**config.mk**
```make
export PLATFORM = sky130hd
export DESIGN_NAME = fpll_ctrl
export DESIGN_NICKNAME = d
export VERILOG_FILES = /design/src/design/fpll_pkg.sv /design/src/design/fpll_ctrl.sv
export VERILOG_INCLUDE_DIRS = /design/src /design/src/design
export SDC_FILE = /design/constraint.sdc
export NUM_CORES = 1
export LEC_CHECK = 0
export ABC_AREA = 1
export BUFFER_PORTS_ARGS = -buffer_cell sky130_fd_sc_hd__buf_2
export CAP_MARGIN = 10
export CELL_PAD_IN_SITES_DETAIL_PLACEMENT = 0
export CELL_PAD_IN_SITES_GLOBAL_PLACEMENT = 1
export CORE_UTILIZATION = 29
export DETAILED_ROUTE_END_ITERATION = 10
export GPL_ROUTABILITY_DRIVEN = 0
export PLACE_DENSITY_LB_ADDON = 0.1
export SLEW_MARGIN = 20
export SYNTH_ARGS = -nofsm -noshare
export SYNTH_HDL_FRONTEND = slang
export SYNTH_SLANG_ARGS = --single-unit
```
**constraint.sdc**
```tcl
create_clock -name clk -period 1.4 [get_ports clk]
set_clock_uncertainty 0.05 [all_clocks]
set_input_delay 0.14 -clock clk [delete_from_list [all_inputs] [get_ports clk]]
set_output_delay 0.14 -clock clk [all_outputs]
set_load 0.05 [all_outputs]
```
**src/design/assert_macros.svh**
```systemverilog
// Assertion helpers shared by the ladder filter modules.
`ifndef ASSERT_MACROS_SVH
`define ASSERT_MACROS_SVH

// Checked on every clock edge outside of reset.
`define FPLL_ASSERT(lbl, prop, msg) \
  lbl: assert property (@(posedge clk) disable iff (!rst_n) prop) \
    else $error(msg);

// Checked on every clock edge, reset included.
`define FPLL_ASSERT_ALWAYS(lbl, prop, msg) \
  lbl: assert property (@(posedge clk) prop) else $error(msg);

`endif

```
**src/design/fpll_pkg.sv**
```systemverilog
`default_nettype none

package fpll_pkg;

  // Default configuration of the block.
  localparam int CHANNELS_DEF    = 8;
  localparam int SAMPLE_BITS_DEF = 24;
  localparam int CHAN_BITS       = 3;
  localparam int COEF_BITS       = 32;
  localparam int CFG_IDX_BITS    = 2;

  // Register reset values, Q8.24.
  localparam int CUTOFF_RESET   = 4410000;
  localparam int FEEDBACK_RESET = 1677000;
  localparam int GAIN_RESET     = 4;

  // The stages use one minus the cutoff coefficient; it is kept in that form.
  localparam logic signed [32:0] OMF_RESET = 33'sd16777216 - 33'(CUTOFF_RESET);

  // 0.3 in Q8.24.
  localparam logic signed [31:0] POINT_THREE = 32'sd5033165;

  // Register indexes of the configuration port.
  typedef enum logic [CFG_IDX_BITS-1:0] {
    REG_CUTOFF   = 2'd0,
    REG_FEEDBACK = 2'd1,
    REG_GAIN     = 2'd2
  } cfg_reg_t;

  // Operand choice of the shared 32 x 32 multiplier.
  typedef enum logic [1:0] {
    MUL_FB   = 2'd0,
    MUL_GAIN = 2'd1,
    MUL_P3   = 2'd2
  } mul_sel_t;

  // Commands from the controller to the datapath.
  typedef struct packed {
    logic       ld_in;      // latch channel and rescaled sample
    logic       rd_en;      // read the state memory
    logic [1:0] rd_stage;   // stage whose state is read
    logic       m0_en;      // load the 32 x 32 product
    mul_sel_t   m0_sel;
    logic       m1_en;      // load the (1 - f) * y product
    logic       fb_sub;     // subtract the feedback term
    logic       gain_rnd;   // round the gain product into x
    logic       stage_sum;  // finish one stage and write its state
    logic [1:0] wr_stage;
    logic       out_ld;     // load the output register
  } fpll_cmd_t;

  // Saturate a 33-bit value to 32 bits.
  function automatic logic signed [31:0] sat32(input logic signed [32:0] v);
    logic signed [31:0] r;
    if (v[32] == v[31]) begin
      r = v[31:0];
    end else begin
      r = {v[32], {31{~v[32]}}};
    end
    return r;
  endfunction

  // Drop 24 fraction bits rounding half up, then saturate to 32 bits.
  function automatic logic signed [31:0] rnd_q24(input logic signed [65:0] v);
    logic signed [65:0] t;
    logic signed [41:0] q;
    logic signed [31:0] r;
    t = v + 66'sd8388608;
    q = t[65:24];
    if ((&q[41:31]) || !(|q[41:31])) begin
      r = q[31:0];
    end else begin
      r = {q[41], {31{~q[41]}}};
    end
    return r;
  endfunction

endpackage

`default_nettype wire

```
**src/design/fpll_ctrl.sv**
```systemverilog
`default_nettype none

// Sequencer: walks one item through feedback, gain and the four stages.
module fpll_ctrl
  import fpll_pkg::*;
(
  input  wire logic      clk,
  input  wire logic      rst_n,
  input  wire logic      in_valid,
  output logic           in_ready,
  output logic           out_valid,
  input  wire logic      out_ready,
  input  wire logic      chan_ok,
  output fpll_cmd_t      cmd
);
  `include "assert_macros.svh"

  typedef enum logic [2:0] {
    S_IDLE,
    S_FBMUL,
    S_FBSUB,
    S_GMUL,
    S_GRND,
    S_STAGE,
    S_OUT
  } state_t;

  state_t     state_r, state_nxt;
  logic [1:0] stg_r, stg_nxt;
  logic       out_valid_r, out_valid_nxt;

  assign in_ready  = (state_r == S_IDLE);
  assign out_valid = out_valid_r;

  // Commands and next state.
  always_comb begin
    cmd           = '0;
    state_nxt     = state_r;
    stg_nxt       = stg_r;
    out_valid_nxt = out_valid_r && !out_ready;
    case (state_r)
      S_IDLE: begin
        if (in_valid) begin
          // Fetch the last fourth-stage output for the feedback term.
          cmd.ld_in    = 1'b1;
          cmd.rd_en    = 1'b1;
          cmd.rd_stage = 2'd3;
          state_nxt    = S_FBMUL;
        end
      end
      S_FBMUL: begin
        if (chan_ok) begin
          cmd.m0_en  = 1'b1;
          cmd.m0_sel = MUL_FB;
          state_nxt  = S_FBSUB;
        end else begin
          state_nxt = S_OUT;
        end
      end
      S_FBSUB: begin
        cmd.fb_sub = 1'b1;
        state_nxt  = S_GMUL;
      end
      S_GMUL: begin
        cmd.m0_en    = 1'b1;
        cmd.m0_sel   = MUL_GAIN;
        cmd.rd_en    = 1'b1;
        cmd.rd_stage = 2'd0;
        state_nxt    = S_GRND;
      end
      S_GRND: begin
        // Gain rounding overlaps the state products of the first stage.
        cmd.gain_rnd = 1'b1;
        cmd.m0_en    = 1'b1;
        cmd.m0_sel   = MUL_P3;
        cmd.m1_en    = 1'b1;
        cmd.rd_en    = 1'b1;
        cmd.rd_stage = 2'd1;
        stg_nxt      = 2'd0;
        state_nxt    = S_STAGE;
      end
      S_STAGE: begin
        // Stage stg_r finishes while the next stage forms its products.
        cmd.stage_sum = 1'b1;
        cmd.wr_stage  = stg_r;
        if (stg_r != 2'd3) begin
          cmd.m0_en  = 1'b1;
          cmd.m0_sel = MUL_P3;
          cmd.m1_en  = 1'b1;
        end
        if (stg_r < 2'd2) begin
          cmd.rd_en    = 1'b1;
          cmd.rd_stage = stg_r + 2'd2;
        end
        if (stg_r == 2'd3) begin
          state_nxt = S_OUT;
        end else begin
          stg_nxt = stg_r + 2'd1;
        end
      end
      S_OUT: begin
        if (!out_valid_r || out_ready) begin
          cmd.out_ld    = 1'b1;
          out_valid_nxt = 1'b1;
          state_nxt     = S_IDLE;
        end
      end
      default: begin
        state_nxt = S_IDLE;
      end
    endcase
  end

  // State and registered handshake outputs.
  always_ff @(posedge clk) begin
    if (!rst_n) begin
      state_r     <= S_IDLE;
      stg_r       <= 2'd0;
      out_valid_r <= 1'b0;
    end else begin
      state_r     <= state_nxt;
      stg_r       <= stg_nxt;
      out_valid_r <= out_valid_nxt;
    end
  end

  `FPLL_ASSERT(a_one_at_a_time, (in_valid && in_ready) |=> !in_ready, "second item taken early")
  `FPLL_ASSERT(a_result_from_out, $rose(out_valid_r) |-> $past(state_r == S_OUT), "stray result")
  `FPLL_ASSERT_ALWAYS(a_reset_clears, !rst_n |=> !out_valid_r, "result valid after reset")
endmodule

`default_nettype wire

```
# After elaboration in Yosys (flattened, before gate mapping)
# Index checks and enable logic that the tools add are counted.
[word_totals]
regBits = 6
wordCells = 48
[op_classes]
magnitude_cmp = 1
n_eq_ne = 12
reduce_logical = 8
n_mux = 22
add_sub_neg = 2
[ops]
columns = ["cell", "count"]
rows = [
  ["$pmux W3 S4", 2],
  ["$mux W3", 7],
  ["$pmux W3 S7", 1],
  ["$ne A2 B2 Y1 const B", 5],
  ["$eq A3 B3 Y1 const B", 3],
  ["$mux W4", 2],
  ["$mux W1", 7],
  ["$eq A3 B2 Y1 const B", 2],
  ["$pmux W2 S2", 1],
  ["$eq A3 B1 Y1 const B", 1],
  ["$logic_not A3 Y1", 1],
  ["$reduce_and A3 Y1", 1],
  ["$add A2 B1 Y2 const B", 1],
  ["$add A2 B2 Y2 const B", 1],
  ["$eq A2 B2 Y1 const B", 1],
  ["$logic_not A1 Y1", 2],
  ["$lt A2 B2 Y1 const B", 1],
  ["$mux W2", 1],
  ["$pmux W1 S2", 1],
  ["$reduce_and A2 Y1", 1],
  ["$reduce_bool A2 Y1", 1],
  ["$logic_and A1 B1 Y1", 1],
  ["$logic_or A1 B1 Y1", 1],
]

# Logic depth before layout (Yosys ltp)
[depth]
word_depth = 4
mapped_depth = 7
mapped_depth_nobuf = 6

# Least setup slack after synthesis
# OpenSTA, ideal clock, no wires.
[synth_timing]
kind = "register -> output"
start = "reg state_r[0]"
end = "out cmd[12] (netlist name)"
path_stages_with_launch = 7
t_required_ns = 1.210
setup_slack_ns = -0.638
arrival_time_ns = 1.848
path_buffers = 1
cell_sequence = "dfxtp_1 -> buf_4 -> nor2_1 -> nand2_1 -> nor2_1 -> nor2_1 -> nand3_1"
[synth_lines]
columns = ["element", "line_no", "rtl"]
rows = [
  ["from (decl)", "fpll_ctrl.sv:28", "state_t state_r, state_nxt;"],
  ["from (signal assigned)", "fpll_ctrl.sv:121", "state_r <= state_nxt;"],
  ["to (decl)", "fpll_ctrl.sv:14", "output fpll_cmd_t cmd"],
]

==> results.toml <==
[clock_network]
cts_made_buffers = 3
clock_latency_ps = 250
cts_root_buf = "clkbuf_4"
clk_pin_slew_ps = 50
htreeDepth = 1
clock_sinks = 6
cts_buffer_depth = 2
cts_tree = "built"

[sta]
min_period_ps = 1429
rsz0062_at_grt = "true"
finalWorstSetupSlack_ps = -29.00
worst_pin_slew_ps = 253.4
slew_headroom_pct = 83.04
hold_viol_final = 0
finalCritPeriodShare_pct = 102.1
setup_viol = 3
fmax_mhz = 699.8
holdWs_ps = 79.12
setup-tns-final_ps = -78.25
slew_violations = 0

[global_routing]
grt_antenna_before_repair = 0
grt_pass1_wl_um = 2111
grt_start_max_net_pins = 8
grt.total_usage_pct = 15.53
grtUsageMet3_pct = 3.879
grt_use_met2_pct = 25.85
grt_pass1_vias = 526
grt-ovfl-total = 0
use_met1_pct = 19.21
grt_busiest_layer = "met2"

[cells_and_area]
diodes = 0
drive_above_1_share_pct = 70.37
n_fill_cell = 146
layout.nets = 116
stdcell_count = 124
area_growth_pct = 96.54
stdcell_area_um2 = 924.6

[worst_setup_path]
endpoint_kind = "output port"
crit_arrival_ps = 1240
crit_path_frequent_cell = "buf_6"
crit_type = "flip-flop to output port"
worstSetupStartpointType = "flip-flop"
path_max_fanout = 6
slowest_delay_ps = 380
timing.rr.end = "stg_r[1]"
reg2reg_depth = 5
reg2reg_from = "stg_r[0]"
r2r_slack_ps = 220
crit_path_cell_trace = "nor2_4, nand2_2, buf_6, o21ai_4, buf_6"
crit_required_ps = 1210
crit_buf_inv = 2
crit_family = "flip-flops"
critPathSlowestCell = "dfxtp_4"

[min_path]
whs_path_depth = 2
whs_endpoint = "stg_r[1]"
min-delay-start = "rst_n"
hold_path_class = "input pin to flip-flop"

[placed_design]
hpwlAfterDp_um = 974
dp.cells = 115
placed_area_um2 = 730.7
portBuffers = 20
pre_cts_slack_ps = 40.52

[power_and_ir_drop]
power_density_mw_per_mm2 = 1595
ir_drop_mv = 0.7159
p_leak_nw = 0.4405

[die]
io_pins = 21
start_util_pct = 31.23
die_area_mm2 = 0.001787
num_rows = 14
coreArea_mm2 = 0.001506
die_x_um = 42.28
fp.dieH_um = 42.28

[routing]
drtIter0Drc = 10
drt_drc_violations_left = 0
dr.pass1.iters = 3
ant_nets = 0
wl_per_cell_um = 10.15
viasPerCell = 4.556
drt-total-wl_um = 1258
vias = 565

[synthesis]
netlist_instances = 73
ys_ff_latch = 6
seq_area_frac_synth_pct = 25.53
synth_common_cells = "nor2_1, nand2_1, inv_1"
synth-edff-count = 0
syn_avg_cell_area_um2 = 6.445
synth_most_common_cell = "nor2_1"
ys_warn_count = 0
synthDistinctLibCells = 20
ys_async_sr_fraction_pct = 0
synthTopCellsByArea = "dfxtp_1, nor2_1, nand2_1, inv_1, a211oi_2"
synthFlopType = "dfxtp_1"
synth.largest_area_cell = "dfxtp_1"
syn_area_um2 = 470.5
synth.top_cell.area_share_pct = 25.53
syn_nets = 80

[status]
outcome = "finished with violations"
failed_checks = "negative setup slack"

[flow_run]
maxCapViolations = 0
[area by class of cell]
type | count | area (µm²) | area share [%]
multi-input cells | 52 | 419.2 | 45.33
repair buffers | 32 | 267.8 | 28.96
flip-flops and latches | 6 | 136.4 | 14.75
inverters | 14 | 55.05 | 5.954
clock buffers | 4 | 26.28 | 2.842
well taps | 16 | 20.02 | 2.165
[worst max-delay path by stage]
stage	cells after the start	to	from	slack [ps]
3_5_place_dp	5	cmd[12]	state_r[0]	40
3_3_place_gp	5	cmd[12]	state_r[0]	40
2_1_floorplan	3	cmd[9]	stg_r[0]	-130
5_1_grt	6	cmd[12]	state_r[1]	-90
6_report	5	cmd[11]	state_r[0]	-30
4_1_cts	4	cmd[9]	stg_r[0]	-40
[cell families (layout without fill, tap and decap cells)]
kind of cell,after synthesis,count (layout),synth area share [%]
buffers and inverters,15,50,12.77
adders and majority gates,2,2,5.318
DFF,6,6,25.53
and+or+nand+nor,42,42,42.02
AOI/OAI and AO/OA,8,8,14.36
[layer usage]
metal  wire length, µm  vias up
li1                  -      296
met1               571      255
met4                13        0
met5                 0        -
met2               622       12
met3                51        2
[metrics by stage]
step / utilization [%] / power [mW]
6_report: 61.38 / 1.475
5_1_grt: 61.38 / 1.557
4_1_cts: 60.05 / 1.460
3_5_place_dp: 48.50 / 1.087
3_3_place_gp: 48.50 / 1.087
2_1_floorplan: - / 0.8957
[cells in the final DEF (no fill, tap or decap), drive strengths merged]
cell type / synthesis / routed
nand3: 6 / 6
nor2: 19 / 19
a211oi: 2 / 2
o21a: 1 / 1
nand3b: 1 / 1
nand2: 15 / 15
o21ai: 1 / 1
o21bai: 1 / 1
buf: 1 / 29
a21oi: 3 / 3
ha: 2 / 2
clkbuf: 0 / 7
inv: 14 / 14
dfxtp: 6 / 6
nor3: 1 / 1
[where the power goes]
part	internal, mW	leakage, nW	switching, mW	total [mW]
sequential	0.203	0.0522	0.0485	0.252
clock	0.109	0.0150	0.0712	0.180
combinational	0.396	0.373	0.648	1.04
total	0.708	0.441	0.768	1.48
[flip-flops by register name, summed over array words and instances, names as in the netlist]
signal	flops
stg_r	2
state_r	3
out_valid	1
[timing repair]
item                       in CTS  in global routing
setup buffers                   5                  0
setup endpoints to repair      12                 12
hold buffers                    0                  0
pin swaps                       6                  0
gates resized for setup        35                  8
Power figures use the tool's default switching activity.
